<file path="src/sv/pal_pkg.sv">
// shared widths and constants for the polyline arc length block
`default_nettype none
package pal_pkg;
  localparam int MAX_POINTS = 64;
  localparam int ADDR_W = $clog2(MAX_POINTS);
  localparam int CNT_W = $clog2(MAX_POINTS + 1);
  localparam int COORD_W = 16;
  localparam int VTX_W = 3 * COORD_W;
  localparam int IDX_W = 6;
  localparam int FRAC_W = 16;
  localparam int SQ_W = 2 * COORD_W + 2;
  localparam int RAD_W = SQ_W + 16;
  localparam int SEG_W = RAD_W / 2;
  localparam int TOT_W = SEG_W + ADDR_W;
  localparam int NUM_W = TOT_W + FRAC_W;
  localparam int SUM_W = COORD_W + ADDR_W + 1;
  localparam logic OP_LOAD   = 1'b0;
  localparam logic OP_FINISH = 1'b1;
endpackage
`default_nettype wire

</file>
<file path="src/sv/pal_div.sv">
// restoring divider, one quotient bit per cycle
`default_nettype none
module pal_div (
  input  wire logic                          clk,
  input  wire logic                          rst,
  input  wire logic                          start,
  input  wire logic [pal_pkg::NUM_W-1:0]     num,
  input  wire logic [pal_pkg::TOT_W-1:0]     den,
  output logic      [pal_pkg::NUM_W-1:0]     quot,
  output logic                               done
);
  localparam int DW = pal_pkg::TOT_W;
  localparam int CW = $clog2(pal_pkg::NUM_W + 1);

  logic [DW-1:0] rem;
  logic [DW:0] trial;
  logic [DW-1:0] d;
  logic [CW-1:0] cnt;
  logic run;
  logic ge;

  assign trial = {rem, quot[pal_pkg::NUM_W-1]};
  assign ge = trial >= {1'b0, d};

  always_ff @(posedge clk) begin
    if (rst) begin
      run <= 1'b0;
      done <= 1'b0;
    end else begin
      done <= 1'b0;
      if (start) begin
        rem <= '0;
        quot <= num;
        d <= den;
        cnt <= CW'(pal_pkg::NUM_W);
        run <= 1'b1;
      end else if (run) begin
        rem <= ge ? DW'(trial - {1'b0, d}) : trial[DW-1:0];
        quot <= {quot[pal_pkg::NUM_W-2:0], ge};
        cnt <= cnt - 1'b1;
        if (cnt == CW'(1)) begin
          run <= 1'b0;
          done <= 1'b1;
        end
      end
    end
  end
endmodule
`default_nettype wire

</file>
<file path="config.mk">
export PLATFORM = sky130hd
export DESIGN_NAME = pal_div
export DESIGN_NICKNAME = d
export VERILOG_FILES = /design/src/sv/pal_pkg.sv /design/src/sv/pal_div.sv
export SDC_FILE = /design/constraint.sdc
export NUM_CORES = 1
export LEC_CHECK = 0
export BUFFER_PORTS_ARGS = -buffer_cell sky130_fd_sc_hd__buf_4
export CAP_MARGIN = 15
export CORE_MARGIN = 2
export CORE_UTILIZATION = 30
export CTS_BUF_LIST = sky130_fd_sc_hd__clkbuf_16
export DETAILED_ROUTE_END_ITERATION = 7
export SLEW_MARGIN = 10
export SYNTH_ARGS = -nofsm -noshare
export SYNTH_HDL_FRONTEND = slang
export SYNTH_SLANG_ARGS = --single-unit
</file>
<file path="constraint.sdc">
create_clock -name clk -period 7.1 [get_ports clk]
set_input_delay 0.71 -clock clk [delete_from_list [all_inputs] [get_ports clk]]
set_output_delay 0.71 -clock clk [all_outputs]
set_load 0.01 [all_outputs]
</file>
# == Word level (Yosys, flattened, before mapping) ==
# Index checks and enable logic that the tools add are counted.
# W data, S select, Z words.
# word_totals
out_inout_bits,48
word_cells,25
in_bits,81
regBits,117
# op_classes
bitwise,2
eq_ne,1
n_reduce_logical,4
magnitude_cmp,1
n_mux,9
n_addsub,2
# op_table
op,n
$mux W47,2
$mux W31,2
$ge A32 B31 Y1,1
$sub A31 B31 Y31,1
$eq A6 B1 Y1 const B,1
$mux W6,1
$sub A6 B1 Y6 const B,1
$mux W1,4
$reduce_and A2 Y1,2
$reduce_or A3 Y1,1
$not A1 Y1,2
$reduce_bool A2 Y1,1

# == Depth between registers and ports, before layout ==
# depth
word_depth,4
depth_mapped,13
ltp_nobuf,11

# == Least setup slack after synthesis ==
# Ideal clock, no wire load.
# synth_path
path_kind,input-to-reg
from,in start
to,"reg cnt[0], enable pin"
stages,4
setup_ps,528
required_time_ps,6572
arrival_ps,4839
path_buffers,2
slack_ps,1733
cell_sequence,clkbuf_1 > clkbuf_1 > nor2_1 > nor2_1
# synth_between
elab_chain_len,2
# synth_rtl
item,line,source
"start, declared",pal_div.sv:6,"input wire logic start,"
$reduce_bool A2 Y1 (no line),n/a,
$reduce_and A2 Y1 (no line),n/a,
"end signal, assigned",pal_div.sv:35,cnt <= CW'(pal_pkg::NUM_W);
"end signal, assigned",pal_div.sv:40,cnt <= cnt - 1'b1;
"end, declared",pal_div.sv:18,logic [CW-1:0] cnt;
# No other way between the ends.
# A chain may end at the register's enable or synchronous reset.

# == Worst setup path in the final report ==
# layout_path
from,reg quot[46] in the netlist's numbering
to,reg rem[20] (data pin)
# layout_between
elab_chain_len,3
elab_cells_between_ends,4
classes_between,add/sub: 1; order compare: 1; mux: 2
# layout_rtl
item,line,source
"start, declared",pal_div.sv:9,"output logic [pal_pkg::NUM_W-1:0] quot,"
"start signal, assigned",pal_div.sv:33,quot <= num;
"start signal, assigned",pal_div.sv:39,"quot <= {quot[pal_pkg::NUM_W-2:0], ge};"
$sub A31 B31 Y31 or $ge A32 B31 Y1 (tied branches),"pal_div.sv:38, pal_div.sv:23",
$mux W31 *,pal_div.sv:38,"rem <= ge ? DW'(trial - {1'b0, d}) : trial[DW-1:0];"
$mux W31 *,pal_div.sv:37,end else if (run) begin
"end signal, assigned",pal_div.sv:38,
"end, declared",pal_div.sv:15,logic [DW-1:0] rem;
# Every way passes the cells marked *; elsewhere a longest branch is shown, timed or not. The select of a mux whose other input is x is not followed.

==> flow_metrics.tcl <==
set metrics [dict create \
    nNetsFinal 790 \
    synth-seq-cells 117 \
    worstPathRequired_ns 7.22 \
    grtUsageTotal 0.141 \
    drtIter0Drc 245 \
    fin_setup_tns_ns 0 \
    ctsHoldBuffers 0 \
    syn_inst 542 \
    hold_ws_ns 0.471 \
    status "complete, no violations" \
    totalPowerFinal_w 0.00216 \
    dieArea_um2 22700 \
    numCtsBuffers 17 \
    htree_num_levels 4 \
    syn_area_per_cell_um2 11.9 \
    numClockSinks 117 \
    worst-path-max-fanout 16 \
    drt_pass1_iterations 4 \
    route.detailed.drc 0 \
    overflow 0 \
    period_needed_ns 3.54 \
    grt_pass1_wl_um 24800 \
    rsz0062_at_grt "false" \
    drv_cap 0 \
    synth_top_area_frac 0.534 \
    antenna_found_initial 0 \
    cts-root-buf "clkbuf_16" \
    routabilityCongestion 0.839 \
    routed_wl_um 15300 \
    cts_tree "yes" \
    clk_latency_ns 0.41 \
    leakagePower_nw 3.44 \
    routedWlPerCell_um 15.9 \
    synthTopCellsByArea "edfxtp_1, mux2_2, ha_1" \
    hold_class "primary input to flip-flop" \
    hpwl_um 10800 \
    final_cells 963 \
    grt_pass1_vias 4807 \
    cp_data_arrival_time_ns 3.66 \
    core_region_area_um2 21100 \
    report.final.hold_viol_count 0 \
    dp.cells 931 \
    setup_violations 0 \
    die_h_um 151 \
    max_slew_margin 0.353 \
    die_w_um 151 \
    syn_area_um2 6460 \
    cp-end-kind "flip-flop" \
    fillers 2106 \
    start_util 0.307 \
    path_clk_slew_ns 0.06 \
    yosysUniqueCellTypes 55 \
    crit_type "flip-flop to flip-flop" \
    max_freq_mhz 283 \
    clockBufferDepth 2 \
    rows 53 \
    port_buffers 128 \
    worst_pin_slew_ns 0.969 \
    final-max-slew-violation-count 0 \
    syn_to_final_growth_pct 28.2 \
    ys_async_sr_fraction 0 \
    synth_edf_count 115 \
    syn-num-nets 657 \
    seq_area_frac_synth 0.540 \
    postCtsSetupBuffers 0 \
    yosys.area.top_type "edfxtp_1" \
    period_share 0.498 \
    ys.warnings.count 0 \
    ir_drop_uv 169 \
    grt_max_degree 81 \
    ios 129 \
    finalClockSkew_ns 0.00970 \
    cp-start-kind "flip-flop" \
    synth_ff_type "edfxtp_1" \
    powerDensity_nw_per_um2 261 \
    vias 4651 \
    final_antenna_net_count 0 \
    cts_resized 0 \
    drive_above_1_share 0.318 \
    antenna_cells 0 \
    viasPerCell 4.83 \
]
## final cells by class
class	count	area, um^2	area share
Tap cell	275	344	0.0415
Sequential cell	117	3490	0.421
Clock buffer	17	425	0.0513
Clock inverter	15	144	0.0174
Inverter	43	161	0.0195
Timing Repair Buffer	133	998	0.120
Multi-Input combinational cell	363	2720	0.328
## metrics by stage
| step | util | cell area, um^2 | setup WS, ns |
|---|---|---|---|
| after detailed placement | 0.366 | 7720 | 3.53 |
| after floorplan | - | 6460 | 1.73 |
| after CTS | 0.393 | 8290 | 3.50 |
| final | 0.393 | 8290 | 3.56 |
| after global routing | 0.393 | 8290 | 3.25 |
| after global placement | 0.366 | 7720 | 3.64 |
## worst paths after layout
path	start	endpoint	slack [ns]	depth (start not counted)
max reg2reg	quot[46]$_DFFE_PP_	rem[20]$_SDFFCE_PP0P_	3.56	12
max	quot[46]$_DFFE_PP_	rem[20]$_SDFFCE_PP0P_	3.56	12
min reg2reg	run$_SDFF_PP0_	done$_SDFF_PP0_	0.49	1
min	den[4]	d[4]$_DFFE_PP_	0.47	1
## cell usage in the layout, fill, tap and decap left out, types with 3 or more instances in the layout
cell type / n
xor2_1: 7
mux2_2: 47
nand3b_1: 8
a21oi_1: 36
nor2_1: 49
a31o_2: 3
nor2b_1: 3
nand2_1: 24
edfxtp_1: 115
xnor2_1: 19
mux2i_1: 18
nor3_1: 6
nand4_1: 9
inv_1: 44
inv_6: 8
a21o_1: 15
o211ai_1: 5
ha_1: 33
clkbuf_16: 17
a31oi_1: 6
o21ai_0: 19
clkinvlp_4: 3
nand2b_1: 7
o31ai_1: 3
or3_1: 3
o21a_1: 6
buf_4: 133
## layer usage
layer  global-route usage  vias to the layer above  part of all wire
met2                0.217                      150              0.44
met4               0.0439                        0             0.013
li1                     -                     2280                 -
met5                    0                        -                 0
met3               0.0608                       13             0.088
met1                0.181                     2208              0.46
## flip-flops by register name, summed over array words and instances, names as in the netlist
| register | cells |
|---|---|
| d | 31 |
| cnt | 6 |
| run | 1 |
| rem | 31 |
| quot | 47 |
| done | 1 |
## power breakdown
group | internal (W) | total (W) | switching [W]
logic | 0.000217 | 0.000464 | 0.000247
registers | 0.000832 | 0.000859 | 0.0000276
clock network | 0.000490 | 0.000838 | 0.000349
total | 0.00154 | 0.00216 | 0.000623
## logic make-up (layout without fill, tap and decap cells)
kind of cell / count (synthesis) / after routing / synth area share
multiplexers: 65 / 65 / 0.110
flip-flops: 117 / 117 / 0.540
AND/OR/NAND/NOR: 128 / 128 / 0.0985
adder cells (fa/ha/maj): 34 / 34 / 0.0670
AO/OA/AOI/OAI: 110 / 110 / 0.108
XOR/XNOR: 26 / 26 / 0.0352
buffers and inverters: 62 / 208 / 0.0408
## Yosys cell counts, types with 2 or more instances
library cell	n
edfxtp_1	115
nor2_1	50
mux2_2	47
inv_1	43
a21oi_1	36
ha_1	33
nand2_1	24
o21ai_0	19
xnor2_1	19
mux2i_1	18
a21o_1	15
clkbuf_1	13
nand4_1	9
nand3b_1	8
nand2b_1	7
xor2_1	7
a31oi_1	6
nor3_1	6
o21a_1	6
o211ai_1	5
buf_6	4
nor2b_1	4
a31o_2	3
o31ai_1	3
or3_1	3
a211oi_1	2
a221o_1	2
and2_1	2
and4_1	2
dfxtp_1	2
nand3_1	2
nor4_1	2
o2111ai_1	2
o21bai_1	2
## worst max-delay path, cell delays in order, from the launching register on
cell and delay (ns):
edfxtp_1 0.38, inv_1 0.06, ha_1 0.21, fa_1 0.39
nand2b_1 0.17, a21oi_1 0.24, o211ai_1 0.19, nand2_1 0.15
nand3b_1 0.14, a221o_1 0.61, buf_4 0.40, mux2i_1 0.23
nor2_1 0.06
(Power assumes the default switching activity.)
