**config.mk**
```make
export PLATFORM = sky130hd
export DESIGN_NAME = pal_sqrt
export DESIGN_NICKNAME = d
export VERILOG_FILES = /design/src/sv/pal_pkg.sv /design/src/sv/pal_sqrt.sv
export SDC_FILE = /design/constraint.sdc
export NUM_CORES = 1
export LEC_CHECK = 0
export BUFFER_PORTS_ARGS = -buffer_cell sky130_fd_sc_hd__buf_2
export CORE_MARGIN = 2
export CORE_UTILIZATION = 50
export CTS_BUF_LIST = sky130_fd_sc_hd__clkbuf_4 sky130_fd_sc_hd__clkbuf_8
export CTS_CLUSTER_SIZE = 8
export DETAILED_ROUTE_END_ITERATION = 6
export PLACE_DENSITY = 0.71
export SYNTH_ARGS = -nofsm -noshare
export SYNTH_HDL_FRONTEND = slang
export SYNTH_SLANG_ARGS = --single-unit
```
**constraint.sdc**
```tcl
create_clock -name clk -period 8 [get_ports clk]
set_input_delay 0.4 -clock clk [delete_from_list [all_inputs] [get_ports clk]]
set_output_delay 0.4 -clock clk [all_outputs]
set_load 0.05 [all_outputs]
```
**src/sv/pal_pkg.sv**
```systemverilog
// shared widths and constants for the polyline arc length block
`default_nettype none
package pal_pkg;
  localparam int MAX_POINTS = 64;
  localparam int ADDR_W = $clog2(MAX_POINTS);
  localparam int CNT_W = $clog2(MAX_POINTS + 1);
  localparam int COORD_W = 16;
  localparam int VTX_W = 3 * COORD_W;
  localparam int IDX_W = 6;
  localparam int FRAC_W = 16;
  localparam int SQ_W = 2 * COORD_W + 2;
  localparam int RAD_W = SQ_W + 16;
  localparam int SEG_W = RAD_W / 2;
  localparam int TOT_W = SEG_W + ADDR_W;
  localparam int NUM_W = TOT_W + FRAC_W;
  localparam int SUM_W = COORD_W + ADDR_W + 1;
  localparam logic OP_LOAD   = 1'b0;
  localparam logic OP_FINISH = 1'b1;
endpackage
`default_nettype wire

```
**src/sv/pal_sqrt.sv**
```systemverilog
// iterative integer square root, one root bit per cycle
`default_nettype none
module pal_sqrt (
  input  wire logic                          clk,
  input  wire logic                          rst,
  input  wire logic                          start,
  input  wire logic [pal_pkg::RAD_W-1:0]     rad,
  output logic      [pal_pkg::SEG_W-1:0]     root,
  output logic                               done
);
  localparam int REM_W = pal_pkg::SEG_W + 2;
  localparam int CW = $clog2(pal_pkg::SEG_W + 1);

  logic [pal_pkg::RAD_W-1:0] r;
  logic [pal_pkg::SEG_W-1:0] rem;
  logic [REM_W-1:0] rem_sh;
  logic [REM_W-1:0] trial;
  logic [CW-1:0] cnt;
  logic run;
  logic ge;

  assign rem_sh = {rem, r[pal_pkg::RAD_W-1 -: 2]};
  assign trial = {root, 2'b01};
  assign ge = rem_sh >= trial;

  always_ff @(posedge clk) begin
    if (rst) begin
      run <= 1'b0;
      done <= 1'b0;
    end else begin
      done <= 1'b0;
      if (start) begin
        r <= rad;
        rem <= '0;
        root <= '0;
        cnt <= CW'(pal_pkg::SEG_W);
        run <= 1'b1;
      end else if (run) begin
        rem <= ge ? pal_pkg::SEG_W'(rem_sh - trial) : rem_sh[pal_pkg::SEG_W-1:0];
        root <= {root[pal_pkg::SEG_W-2:0], ge};
        r <= {r[pal_pkg::RAD_W-3:0], 2'b00};
        cnt <= cnt - 1'b1;
        if (cnt == CW'(1)) begin
          run <= 1'b0;
          done <= 1'b1;
        end
      end
    end
  end
endmodule
`default_nettype wire

```
### Word level (Yosys, flattened, before mapping)

Cells that the tools add are included.

* memories kept: 0
* bits in writable memories: 0
* output and inout bits: 26
* ROM bits: 0
* bits in registers: 107
* latch bits: 0
* input bits: 53
* logic and storage cells: 25

* add/subtract/negate cells: 2
* equality and inequality tests: 1
* reduce and logical (&&, ||, !) cells: 3
* multiply operators: 0
* multiplexer cells: 10
* div/mod/pow operators: 0
* magnitude comparators: 1
* shift-type cells: 0
* bitwise gates (word level): 2

Operators with widths (number)
* 2-to-1 mux 50 bit: 2
* 2-to-1 mux 25 bit: 3
* >= comparator 27 bit: 1
* subtractor 25 bit: 1
* equality test 5 x 1 -> 1 bit (second input constant): 1
* 2-to-1 mux 5 bit: 1
* subtractor 5 x 1 -> 5 bit (second input constant): 1
* 2-to-1 mux 1 bit: 4
* OR reduction 3 bit: 1
* inverter 1 bit: 2
* AND reduction 2 bit: 1
* nonzero test 2 bit: 1

### Logic depth before layout (Yosys ltp)

* word-level depth: 4
* gate-level depth with buffers: 12
* mapped depth without buffers: 9

### Worst setup path after synthesis

OpenSTA, ideal clock, no wires.

* kind: input to register
* start: in start
* end: reg cnt[0] (enable)
* data required time: 7429 ps
* arrival: 5477 ps
* setup slack: 1953 ps
* stages on the path: 4
* setup time: 571 ps
* buffers on the path: 2
* cells stage by stage: clkbuf_1 > buf_1 > nor2_1 > nor2_1

* longest elaborated chain between the ends: 2

Ends and longest elaborated chain
* start, declared: line pal_sqrt.sv:6 `input wire logic start,`
* nonzero test 2 bit (no line)
* AND reduction 2 bit (no line)
* end signal, assigned: line pal_sqrt.sv:36 `cnt <= CW'(pal_pkg::SEG_W);`
* end signal, assigned: line pal_sqrt.sv:42 `cnt <= cnt - 1'b1;`
* end, declared: line pal_sqrt.sv:18 `logic [CW-1:0] cnt;`

No other way between the ends.
A chain may end at the register's enable or synchronous reset.

### Worst setup path after layout

* start: reg root[2] (netlist name)
* end: reg rem[17] (netlist name), data pin

* longest elaborated chain between the ends: 3
* elaborated cells on any way between the ends: 4
* those cells by class: add/sub (1); order compare (1); mux (2)

Ends and longest elaborated chain
* start, declared: line pal_sqrt.sv:8 `output logic [pal_pkg::SEG_W-1:0] root,`
* start signal, assigned: line pal_sqrt.sv:40 `root <= {root[pal_pkg::SEG_W-2:0], ge};`
* subtractor 25 bit / >= comparator 27 bit (equally long branches): line pal_sqrt.sv:39, pal_sqrt.sv:24
* 2-to-1 mux 25 bit (*): line pal_sqrt.sv:39 `rem <= ge ? pal_pkg::SEG_W'(rem_sh - trial) : rem_sh[pal_pkg::SEG_W-1:0];`
* 2-to-1 mux 25 bit (*): line pal_sqrt.sv:38 `end else if (run) begin`
* end signal, assigned: line pal_sqrt.sv:39
* end, declared: line pal_sqrt.sv:15 `logic [pal_pkg::SEG_W-1:0] rem;`

Every way passes the cells marked *; elsewhere a longest branch is shown, timed or not. The select of a mux whose other input is x is not followed.

==> qor.txt <==
=====================================================================================
Run status                                                                  completed
Cell total after placement                                                        716
Critical path type                                                            reg2reg
Via count of the routed design                                                   4069
Post-route fraction of the period consumed by the critical path                 38.4%
Place WS                                                                      5000 ps
Number of instances resized during post-cts repair                                  0
PwrDens                                                                   205 mW/mm^2
Mean Syn Cell Area                                                          11.7 um^2
Peak VDD IR                                                                  0.102 mV
Fill cells                                                                       1046
Post-synth ARST share                                                              0%
Crit. End Element                                                            register
Synthesized area                                                         0.00605 mm^2
Yosys warnings                                                                      0
Largest net degree at the start of global routing                                  70
Number of enable flip-flop cells after synthesis                                  105
Class of the worst hold path                                                   in2reg
Post-detailed-placement cell area                                        0.00647 mm^2
Leakage                                                                       2.67 nW
Post-route insts no fill                                                          732
Number of buffer cells added on primary ports                                      78
Area growth from synthesis to layout                                            10.2%
Total negative setup slack                                                       0 ps
1st-pass router iterations                                                          5
Layout Utilization                                                              56.0%
Cts bufs inserted                                                                   9
Ratio of cells with drive above 1 in the final layout                           27.5%
Overflow left after global routing                                                  0
Max Clock Freq                                                              0.325 GHz
Antenna violations before repair                                                    1
Root Buffer Master                                                           clkbuf_8
Number of antenna cells inserted                                                    0
Clock-pin slew on the worst setup and hold paths                               100 ps
Arrival time worst endpoint                                                   3210 ps
Routed length per instance                                                    15.3 um
Sinks on Clock Net                                                                107
Leading register cell type out of synthesis                                  edfxtp_1
Clock latency reported for the late side of the worst-skew pair                390 ps
Least-Margin Pin Slew                                                          966 ps
Detailed Place HPWL                                                           7800 um
Vertical extent of the die                                                     114 um
Max transition margin                                                           35.4%
Final setup slack of the worst path                                           4930 ps
Distinct cell type count after synthesis                                           60
Total routed wirelength                                                      11200 um
Post-synthesis sequential element count                                           107
Core region area                                                          0.0119 mm^2
Max-capacitance violation count                                                     0
Count of routing violations after the opening detailed-route iteration            191
Via density per instance                                                         5.56
Total power after layout                                                      1.37 mW
Max H-tree Level                                                                    3
Worst setup skew after layout                                                 15.0 ps
Net count after synthesis                                                         598
Reg area                                                                 0.00319 mm^2
Category of the worst setup path launch point                                register
Standard-cell row count                                                            40
Top fanout value on the critical path                                              25
Area of all placed cells without fillers                                 0.00667 mm^2
DIE WIDTH                                                                      114 um
Number of buffers between clock root and the deepest sink                           2
Area of combinational cells with multiple inputs                         0.00256 mm^2
First-pass GRT wire length                                                   18300 um
Via count of the first global-routing pass                                       3898
Effective utilization at floorplan                                              50.8%
Number of ports placed on the die boundary                                         79
Number of hold-repair buffers added at the cts stage                                0
Remaining routing DRC violations                                                    0
Final hold slack                                                               236 ps
Final Hold Viols                                                                    0
Setup repair after global routing missed its margin                                no
Commonest cells after routing, fill and taps aside                       105 x edfxtp_1, 77 x buf_2, 50 x nor2_1
Clock period minus final worst setup slack                                    3070 ps
Clock tree from TritonCTS                                                         yes
Final setup violation count                                                         0
Number of nets in the layout                                                      662
Number of cells produced by synthesis                                             516
Buffers inserted during post-CTS setup optimization                                 0
Overall die area                                                          0.0130 mm^2
Most common cell after layout, fill and taps aside                           edfxtp_1
Share of synthesized area occupied by flip-flops and latches                    52.7%
Critical Path RT                                                              8140 ps
Final ANT Viol Nets                                                                 0
Fin. max-slew vios                                                                  0
Overall global routing resource usage                                           18.0%
Last weighted congestion value of the routability-driven placer                 0.868
=====================================================================================
==> registers in the layout (all words and copies together) (netlist names) <==
register  cells
done          1
run           1
cnt           5
r            50
root         25
rem          25
==> report_power, final <==
part	switching, mW	internal [mW]	total (mW)
sequential	0.0163	0.670	0.686
combinational	0.207	0.133	0.340
clock	0.192	0.152	0.344
==> metal layers <==
layer / part of all wire [%] / vias to the layer above / track usage (%)
li1: - / 2024 / -
met1: 45 / 1929 / 23.2
met2: 47 / 92 / 27.8
met3: 5.9 / 22 / 5.69
met4: 2.4 / 2 / 8.21
met5: 0.12 / - / 0
==> worst max-delay path, cell delays in order, from the launching register on <==
cell and delay, ps:
edfxtp_1 400, inv_1 100, ha_1 290, a21oi_1 280, o21ai_0 240, a31o_2 310, o211ai_1 250, nand2_2 380
nand2b_1 420, o21ai_0 150
==> path summary, 6_finish.rpt <==
kind	startpoint	end	slack, ps	depth (start not counted)
max	root[2]	rem[17]	4930	9
min	rst	done	240	2
max reg2reg	root[2]	rem[17]	4930	9
min reg2reg	run	done	490	1
==> cells by family after synthesis <==
family | after synthesis | share of synthesized area (%)
AND/OR/NAND/NOR | 143 | 11.5
AO/OA/AOI/OAI | 107 | 12.5
flip-flops | 107 | 52.7
buffers and inverters | 60 | 5.12
multiplexers | 48 | 8.93
adder cells (fa/ha/maj) | 29 | 5.99
XOR/XNOR | 22 | 3.18
==> synthesized netlist by cell type (2+ instances only) <==
cell	instances	area share, %
o21ai_0	13	1.1
o21ai_1	4	0.33
xnor2_1	16	2.3
and2_1	4	0.41
a21o_1	14	1.7
a221oi_1	2	0.29
nand2b_1	4	0.41
buf_1	5	0.31
edfxtp_1	105	52
or3_1	2	0.21
buf_4	3	0.37
a21o_2	3	0.43
nand4_1	7	0.72
nand2_1	34	2.1
nand3_1	8	0.66
a21oi_2	4	0.58
xor2_1	6	0.87
o21a_1	3	0.37
a211oi_1	9	1.1
nand4b_1	2	0.29
mux2_2	48	8.9
a221o_1	3	0.50
ha_1	29	6.0
clkbuf_1	8	0.50
a31oi_1	2	0.21
a21oi_1	27	2.2
nand3b_1	7	0.87
o211ai_1	7	0.87
nor2b_1	4	0.41
dfxtp_1	2	0.66
nor3_1	7	0.58
nor3b_1	2	0.25
o21bai_1	5	0.62
nor2_1	51	3.2
inv_1	33	2.0
buf_6	8	1.5
and3_1	2	0.21
==> cell type report <==
class	count	share of cell area, %
sequential	107	47.9
multi-input combinational	349	38.4
timing repair buffer	80	6.11
tap	147	2.76
clock buffer	10	1.97
inverter	33	1.86
clock inverter	6	1.09
Power figures use the tool's default switching activity.
